File: config.mk
export PLATFORM = sky130hd
export DESIGN_NAME = tfl_div
export DESIGN_NICKNAME = d
export VERILOG_FILES = /design/src/rtl/three_fraction_lcm_add_sub_defines.svh /design/src/rtl/tfl_pkg.sv /design/src/rtl/tfl_div.sv
export SDC_FILE = /design/constraint.sdc
export NUM_CORES = 1
export LEC_CHECK = 0
export BUFFER_PORTS_ARGS = -buffer_cell sky130_fd_sc_hd__buf_2
export CORE_ASPECT_RATIO = 2
export CORE_UTILIZATION = 54
export CTS_CLUSTER_DIAMETER = 50
export CTS_CLUSTER_SIZE = 8
export DETAILED_ROUTE_END_ITERATION = 10
export PLACE_DENSITY_LB_ADDON = 0.05
export SLEW_MARGIN = 10
export SYNTH_ARGS = -nofsm -noshare
export SYNTH_HDL_FRONTEND = slang
export SYNTH_SLANG_ARGS = --single-unit
File: constraint.sdc
create_clock -name clk -period 3.1 [get_ports clk]
set_input_delay 0.62 -clock clk [delete_from_list [all_inputs] [get_ports clk]]
set_output_delay 0.62 -clock clk [all_outputs]
set_load 0.05 [all_outputs]
File: src/rtl/three_fraction_lcm_add_sub_defines.svh
// assertion macros for the three-fraction lcm add/sub block
// no dependencies; included by the top level
`ifndef THREE_FRACTION_LCM_ADD_SUB_DEFINES_SVH
`define THREE_FRACTION_LCM_ADD_SUB_DEFINES_SVH

// same-cycle implication, disabled during reset
`define TFL_ASSERT_IMP(label, clk, rst_n, ante, cons) \
    label: assert property (@(posedge clk) disable iff (!rst_n) (ante) |-> (cons)) \
        else $error("tfl same-cycle check failed");

// next-cycle implication, disabled during reset
`define TFL_ASSERT_NXT(label, clk, rst_n, ante, cons) \
    label: assert property (@(posedge clk) disable iff (!rst_n) (ante) |=> (cons)) \
        else $error("tfl next-cycle check failed");

`endif

File: src/rtl/tfl_pkg.sv
// shared types and constants for the three-fraction lcm add/sub block
// used by tfl_div and three_fraction_lcm_add_sub
package tfl_pkg;

    localparam int NUM_WIDTH_DEF         = 16;
    localparam int DEN_WIDTH_DEF         = 8;
    localparam int MAX_CANCEL_FACTOR_DEF = 7;

    localparam int ONUM_W = 42;
    localparam int ODEN_W = 24;
    localparam int STAT_W = 2;
    localparam int CMD_W  = 3;

    localparam logic [STAT_W-1:0] STATUS_OK      = 2'd0;
    localparam logic [STAT_W-1:0] STATUS_BAD_DEN = 2'd1;
    localparam logic [STAT_W-1:0] STATUS_BAD_OP  = 2'd2;

    localparam logic [CMD_W-1:0] CMD_ADD_ADD = 3'd1;
    localparam logic [CMD_W-1:0] CMD_SUB_SUB = 3'd2;
    localparam logic [CMD_W-1:0] CMD_ADD_SUB = 3'd3;
    localparam logic [CMD_W-1:0] CMD_SUB_ADD = 3'd4;

    typedef struct packed {
        logic busy;
        logic done;
    } tfl_div_stat_t;

    typedef enum logic [3:0] {
        ST_IDLE,
        ST_GCD,
        ST_GCD_STEP,
        ST_DIV_WAIT,
        ST_LCM_MUL,
        ST_LCM_CHK,
        ST_TERM,
        ST_TERM_MUL,
        ST_TERM_ACC,
        ST_CAN,
        ST_CAN_NUM,
        ST_CAN_DEN,
        ST_SAT,
        ST_FINISH
    } tfl_state_t;

endpackage

File: src/rtl/tfl_div.sv
// restoring unsigned divider, one quotient bit per cycle
// depends on tfl_pkg for the status struct
module tfl_div
    import tfl_pkg::*;
#(
    parameter int DVD_W = 42,
    parameter int DVS_W = 24
)
(
    input  logic             clk,
    input  logic             rst_n,
    input  logic             start,
    input  logic [DVD_W-1:0] dividend,
    input  logic [DVS_W-1:0] divisor,
    output logic [DVD_W-1:0] quot,
    output logic [DVS_W-1:0] rem,
    output tfl_div_stat_t    stat
);

    localparam int CNT_W = $clog2(DVD_W + 1);

    logic [DVS_W:0]   rem_reg;
    logic [DVD_W-1:0] quot_reg;
    logic [DVS_W-1:0] dvs_reg;
    logic [CNT_W-1:0] cnt_reg;
    logic             busy_reg;
    logic             done_reg;

    logic [DVS_W:0] shifted;
    logic [DVS_W:0] diff;
    logic           fits;

    assign shifted = {rem_reg[DVS_W-1:0], quot_reg[DVD_W-1]};
    assign diff    = shifted - {1'b0, dvs_reg};
    assign fits    = (shifted >= {1'b0, dvs_reg});

    always_ff @(posedge clk or negedge rst_n)
    begin
        if (!rst_n)
        begin
            busy_reg <= 1'b0;
            done_reg <= 1'b0;
            cnt_reg  <= '0;
        end
        else
        begin
            done_reg <= 1'b0;
            if (start)
            begin
                busy_reg <= 1'b1;
                cnt_reg  <= '0;
            end
            else if (busy_reg)
            begin
                cnt_reg <= cnt_reg + 1'b1;
                if (cnt_reg == CNT_W'(DVD_W - 1))
                begin
                    busy_reg <= 1'b0;
                    done_reg <= 1'b1;
                end
            end
        end
    end

    always_ff @(posedge clk)
    begin
        if (start)
        begin
            rem_reg  <= '0;
            quot_reg <= dividend;
            dvs_reg  <= divisor;
        end
        else if (busy_reg)
        begin
            rem_reg  <= fits ? diff : shifted;
            quot_reg <= {quot_reg[DVD_W-2:0], fits};
        end
    end

    assign quot      = quot_reg;
    assign rem       = rem_reg[DVS_W-1:0];
    assign stat.busy = busy_reg;
    assign stat.done = done_reg;

endmodule

==> reports/summary.json, run 1 <==
{
  "detailed_routing": {
    "remaining_antenna_violation_count": 0,
    "wirelength_um": 13800,
    "drt-initial-drc-count": 280,
    "vias": 4470,
    "via_per_inst": 5.77,
    "drt-wirelength-per-cell_um": 17.7,
    "firstDrtPassIters": 4,
    "route.detailed.drc": 0
  },
  "floorplanning": {
    "core_mm2": 0.00976,
    "die_area_mm2": 0.0105,
    "top_level_pins": 137,
    "fp-row-count": 51,
    "height_of_the_die_um": 144,
    "initial_utilization_pct": 55.7,
    "chipWidth_um": 72.9
  },
  "clock_tree": {
    "clock_sinks": 98,
    "tritoncts": "built",
    "hold_bufs_inserted_after_cts": 0,
    "htree_num_levels": 3,
    "numCtsBuffers": 9,
    "cts_setup_buffers": 0,
    "post_cts_resized": 0,
    "clkLatencyLatePin_ns": 0.34,
    "cts_buffer_depth": 2,
    "cts_root_buf": "clkbuf_16",
    "clock_pin_transition_on_the_worst_setup_and_hold_timing_paths_ns": 0.07
  },
  "logic_synthesis": {
    "synth_edf_count": 66,
    "syn_std_cell_area_mm2": 0.00543,
    "ys_top_cells_by_area": "edfxtp_1 36%, mux2_2 9.1%, dfxtp_1 8.8%",
    "synth.yosys.seq_area_share_pct": 49.0,
    "ys.warnings.count": 0,
    "yosys.area.top_type_share_pct": 36.5,
    "synth-async-reset-ratio_pct": 8.16,
    "post_synth_inst_count": 501,
    "netlist-cell-type-count": 61,
    "synth.avg_cell_area_um2": 10.8,
    "ys_seq_elements": 98,
    "yosys_most_used_dff": "edfxtp_1",
    "synth.largest_area_cell": "edfxtp_1",
    "postSynthNetCount": 597
  },
  "critical_path": {
    "regToRegStartpoint": "rem_reg[3]",
    "arrival_ns": 3.10,
    "crit_path_start_kind": "register",
    "crit_required_ns": 3.31,
    "worst-path-max-fanout": 7,
    "worst-setup-path-type": "reg2reg",
    "cp-end-kind": "register",
    "worstSetupStartpoint": "rem_reg[3]"
  },
  "global_routing": {
    "grt_pass1_vias": 4513,
    "tot_gr_track_use_pct": 27.1,
    "grt.overflow.total": 0,
    "grt_max_degree": 88,
    "antenna_violations_before_repair": 0,
    "first_pass_grt_wire_length_um": 21400
  },
  "sta": {
    "finalHoldViolations": 0,
    "setup_total_negative_slack_ns": 0,
    "timing.final.crit_period_ns": 2.89,
    "setup_violations": 0,
    "tightest_slew_ns": 0.937,
    "fmaxAchievable_ghz": 0.346,
    "clk_skew_ns": 0.00517,
    "timing.final.crit_share_pct": 93.1,
    "rsz0062_at_grt": "false",
    "final-max-slew-violation-count": 0,
    "max-slew-margin-rel_pct": 37.3
  },
  "place": {
    "place_congestion": 0.894,
    "dpl_cell_area_mm2": 0.00628,
    "detailed_place_hpwl_um": 10300,
    "dp_cells": 759,
    "port_buffers": 136
  },
  "finish": {
    "largest_register_ff_count": 42,
    "layout.cells.non_filler": 775,
    "layout-area-overhead-vs-synth_pct": 21.8,
    "fraction_of_layout_cells_with_a_size_suffix_above_1_pct": 34.8,
    "nets": 734,
    "diodes": 0,
    "post-route-cell-area_mm2": 0.00662
  },
  "pwr": {
    "power_per_cell_area_mw_per_mm2": 895,
    "static-leakage-power_uw": 0.00291,
    "worst_ir_drop_vdd_v": 0.000445
  },
  "run_status": {
    "result_of_the_run": "complete, no violations"
  },
  "hold_path": {
    "class_of_the_tightest_hold_or_removal_check": "in2async"
  },
  "flow_run": {
    "maxCapViolCount": 0
  }
}
## cell usage in the layout, fill, tap and decap left out, types with 7 or more instances in the layout
master	instances
a21oi_1	23
buf_2	135
a311oi_1	11
o21ai_1	21
ha_1	26
buf_4	15
clkbuf_16	9
nor2_1	43
dfrtp_1	8
xnor2_1	12
inv_1	37
dfxtp_1	24
o31ai_1	7
nand3_1	13
nand2_1	23
edfxtp_1	66
o21ai_0	19
mux2_2	44
## critical path: stages, from the launching register on
cell and delay, ns:
dfxtp_1 0.37, ha_1 0.39, o21ai_1 0.14, a2111oi_2 0.43, a21boi_2 0.28, o21ai_1 0.11
a211o_1 0.43, buf_4 0.20, a221oi_1 0.33, a2111oi_2 0.08
## metrics by stage
step | total power [µW] | util [%] | setup slack, ns | hold WS (ns)
6_report | 5920 | 67.8 | 0.214 | 0.103
5_1_grt | 6220 | 67.8 | 0.0465 | 0.113
4_1_cts | 5930 | 67.8 | 0.198 | 0.0992
3_5_place_dp | 4670 | 64.3 | 0.220 | 0.473
3_3_place_gp | 4660 | 64.3 | 0.286 | 0.464
2_1_floorplan | 3950 | - | 0.284 | 0.324
## per-layer routing
| layer | up-vias | part of all wire (%) | global-route usage (%) |
|---|---|---|---|
| met5 | - | 0 | 0 |
| met4 | 0 | 4.5 | 17.3 |
| met3 | 45 | 4.9 | 4.84 |
| met2 | 171 | 55 | 48.7 |
| met1 | 2095 | 36 | 28.2 |
| li1 | 2159 | - | - |
## Yosys cell counts (all sizes together), types with 3 or more instances
cell type  instances
a2111oi            3
mux2              44
nor4               5
edfxtp            66
nand4              6
and3               3
a211o              3
ha                26
a221oi             4
or3                5
nand3             13
nand2             23
o21a               6
xnor2             12
o21bai             3
nor2              44
a211oi             6
a21oi             23
o211a              3
dfrtp              8
nor3               6
a32oi              4
a21o               4
clkbuf            14
dfxtp             24
inv               37
o31ai              7
xor2               6
buf               11
o21ai             41
nor2b              3
a311oi            11
## area by class of cell
cell class                 instances  area, µm²
sequential                        98       2660
tap                              132        165
timing repair buffer             151        808
clock inverter                     6       95.1
fill                             817       3150
multi-input combinational        340       2500
clock buffer                      10        239
inverter                          38        143
## report_power, final
part | switching (µW) | internal, µW | total, µW
combinational | 1880 | 994 | 2870
clock | 500 | 738 | 1240
sequential | 182 | 1630 | 1810
## cell families after synthesis
kind of cell               after synthesis  synth area share, %
muxes                                   44                 9.12
adders and majority gates               27                 6.36
buffers and inverters                   63                 5.02
xor gates and xnor gates                18                 2.90
AOI/OAI and AO/OA                      133                 17.2
DFF                                     98                 49.0
and+or+nand+nor                        118                 10.5
## worst paths after layout
check / endpoint / slack (ns) / cells past startpoint
worst min-delay path: cnt_reg[4] / 0.10 / 1
worst min register to register: rem_reg[23] / 0.49 / 2
worst max-delay path: rem_reg[17] / 0.21 / 9
max in group asynchronous: done_reg / 2.83 / 1
min in group clk: dvs_reg[17] / 0.45 / 1
worst max register to register: rem_reg[17] / 0.21 / 9
Note: power is estimated with default switching activity, not from simulation.
==> inputs of run 2 (changes only) <==
--- a/config.mk
+++ b/config.mk
@@ -7,6 +7,7 @@
 export LEC_CHECK = 0
 export BUFFER_PORTS_ARGS = -buffer_cell sky130_fd_sc_hd__buf_2
 export CORE_ASPECT_RATIO = 2
+export CORE_MARGIN = 4
 export CORE_UTILIZATION = 54
 export CTS_CLUSTER_DIAMETER = 50
 export CTS_CLUSTER_SIZE = 8
==> run 2 against run 1 <==
  * Combinational power decreased by 2%
  * Highest routed layer unchanged
  * Sequential share of layout area rose by 0.53 points
  * Largest power group unchanged
  * Power is 4.1% lower
  * Critical path depth stayed put
  * Critical endpoint is now rem_reg[3]
  * Cell area down 1.3%
==> reports/summary.json, run 2 (synthesis gave the netlist of run 1 again) <==
{
  "run_status": {
    "result_of_the_run": "complete, no violations"
  },
  "sta": {
    "finalHoldViolations": 0,
    "setup_violations": 0,
    "clk_skew_ns": 0.0110,
    "timing.final.crit_period_ns": 2.88,
    "max-slew-margin-rel_pct": 52.9,
    "postLayoutSetupSlackWorst_ns": 0.216,
    "whs_ns": 0.0987,
    "setup_total_negative_slack_ns": 0,
    "fmaxAchievable_ghz": 0.347,
    "timing.final.crit_share_pct": 93.0,
    "tightest_slew_ns": 0.707,
    "rsz0062_at_grt": "false",
    "final-max-slew-violation-count": 0
  },
  "detailed_routing": {
    "firstDrtPassIters": 5,
    "vias": 4465,
    "met2RoutedLength_um": 7380,
    "drt-wirelength-per-cell_um": 17.7,
    "remaining_antenna_violation_count": 0,
    "dr_wl_met3_um": 735,
    "maxUsedRoutingLayer": "met4",
    "drt-initial-drc-count": 201,
    "wl_met1_um": 4910,
    "wirelength_um": 13600,
    "via_per_inst": 5.79,
    "route.detailed.drc": 0
  },
  "floorplanning": {
    "top_level_pins": 137,
    "core_mm2": 0.00976,
    "die_area_mm2": 0.0118,
    "fp-row-count": 51,
    "chipWidth_um": 78.9,
    "height_of_the_die_um": 150,
    "initial_utilization_pct": 55.7
  },
  "flow_run": {
    "maxCapViolCount": 0
  },
  "clock_tree": {
    "cts_setup_buffers": 0,
    "numCtsBuffers": 9,
    "clock_pin_transition_on_the_worst_setup_and_hold_timing_paths_ns": 0.07,
    "hold_bufs_inserted_after_cts": 0,
    "tritoncts": "built",
    "cts_buffer_depth": 2,
    "cts_root_buf": "clkbuf_16",
    "clock_sinks": 98,
    "htree_num_levels": 3,
    "post_cts_resized": 0,
    "clkLatencyLatePin_ns": 0.35
  },
  "finish": {
    "largest_register_ff_count": 42,
    "final_cell_mix": "135 x buf_2, 66 x edfxtp_1, 44 x mux2_2",
    "post-route-cell-area_mm2": 0.00653,
    "layout-area-overhead-vs-synth_pct": 20.2,
    "diodes": 0,
    "final_common_cell": "buf_2",
    "nets": 730,
    "fraction_of_layout_cells_with_a_size_suffix_above_1_pct": 34.4
  },
  "critical_path": {
    "worst-setup-path-type": "reg2reg",
    "crit_path_start_kind": "register",
    "cp-end-kind": "register",
    "worst-path-max-fanout": 12,
    "arrival_ns": 3.13,
    "crit_required_ns": 3.35
  },
  "place": {
    "detailedPlace.worstSlack_ns": 0.258,
    "dpl_cell_area_mm2": 0.00625,
    "port_buffers": 136,
    "place_congestion": 0.913,
    "detailed_place_hpwl_um": 10300
  },
  "global_routing": {
    "grt_pass1_vias": 4542,
    "grt_max_degree": 88,
    "first_pass_grt_wire_length_um": 22000,
    "tot_gr_track_use_pct": 23.7,
    "antenna_violations_before_repair": 0,
    "grt.overflow.total": 0
  },
  "pwr": {
    "static-leakage-power_uw": 0.00286,
    "worst_ir_drop_vdd_v": 0.000512,
    "power_per_cell_area_mw_per_mm2": 870
  },
  "hold_path": {
    "class_of_the_tightest_hold_or_removal_check": "in2async"
  }
}
-- run 2: cell type report --
class | instances | area [µm²]
Inverter | 38 | 143
Fill cell | 787 | 3230
Timing Repair Buffer | 147 | 778
Multi-Input combinational cell | 340 | 2510
Sequential cell | 98 | 2660
Clock inverter | 7 | 50.0
Tap cell | 132 | 165
Clock buffer | 9 | 225
-- run 2: through the flow --
| step | instances | utilization (%) | total power (µW) |
|---|---|---|---|
| detailed placement | 755 | 64.0 | 4630 |
| CTS | 771 | 66.9 | 5690 |
| finish | 771 | 66.9 | 5680 |
| floorplan | 501 | - | 3950 |
| global route | 771 | 66.9 | 6010 |
| global placement | 755 | 64.0 | 4590 |
-- run 2: routing by layer --
metal	track usage, %	vias up
met3	4.04	44
met4	12.3	0
met2	43.8	169
li1	-	2145
met5	0	-
met1	25.3	2107
-- run 2: report_power, final --
group          internal (µW)  switching [µW]
Combinational            958            1850
Clock                    548             502
Sequential              1630             198
-- run 2: path summary, 6_finish.rpt --
check	startpoint	end	slack, ns	cells past startpoint
worst max-delay path	rem_reg[9]	rem_reg[3]	0.22	9
worst min-delay path	rst_n	cnt_reg[5]	0.1	1
worst max register to register	rem_reg[9]	rem_reg[3]	0.22	9
worst min register to register	rem_reg[15]	rem_reg[15]	0.49	2
max in group asynchronous	rst_n	busy_reg	2.84	1
min in group clk	divisor[15]	dvs_reg[15]	0.44	1
-- run 2: critical path: stages, from the launching register on --
cell      delay [ns]
dfxtp_1         0.34
ha_1            0.41
a21oi_1         0.21
o221ai_1        0.19
a221o_1         0.43
o21ai_1         0.22
a211o_1         0.33
buf_4           0.25
nand3_1         0.10
a311oi_1        0.30
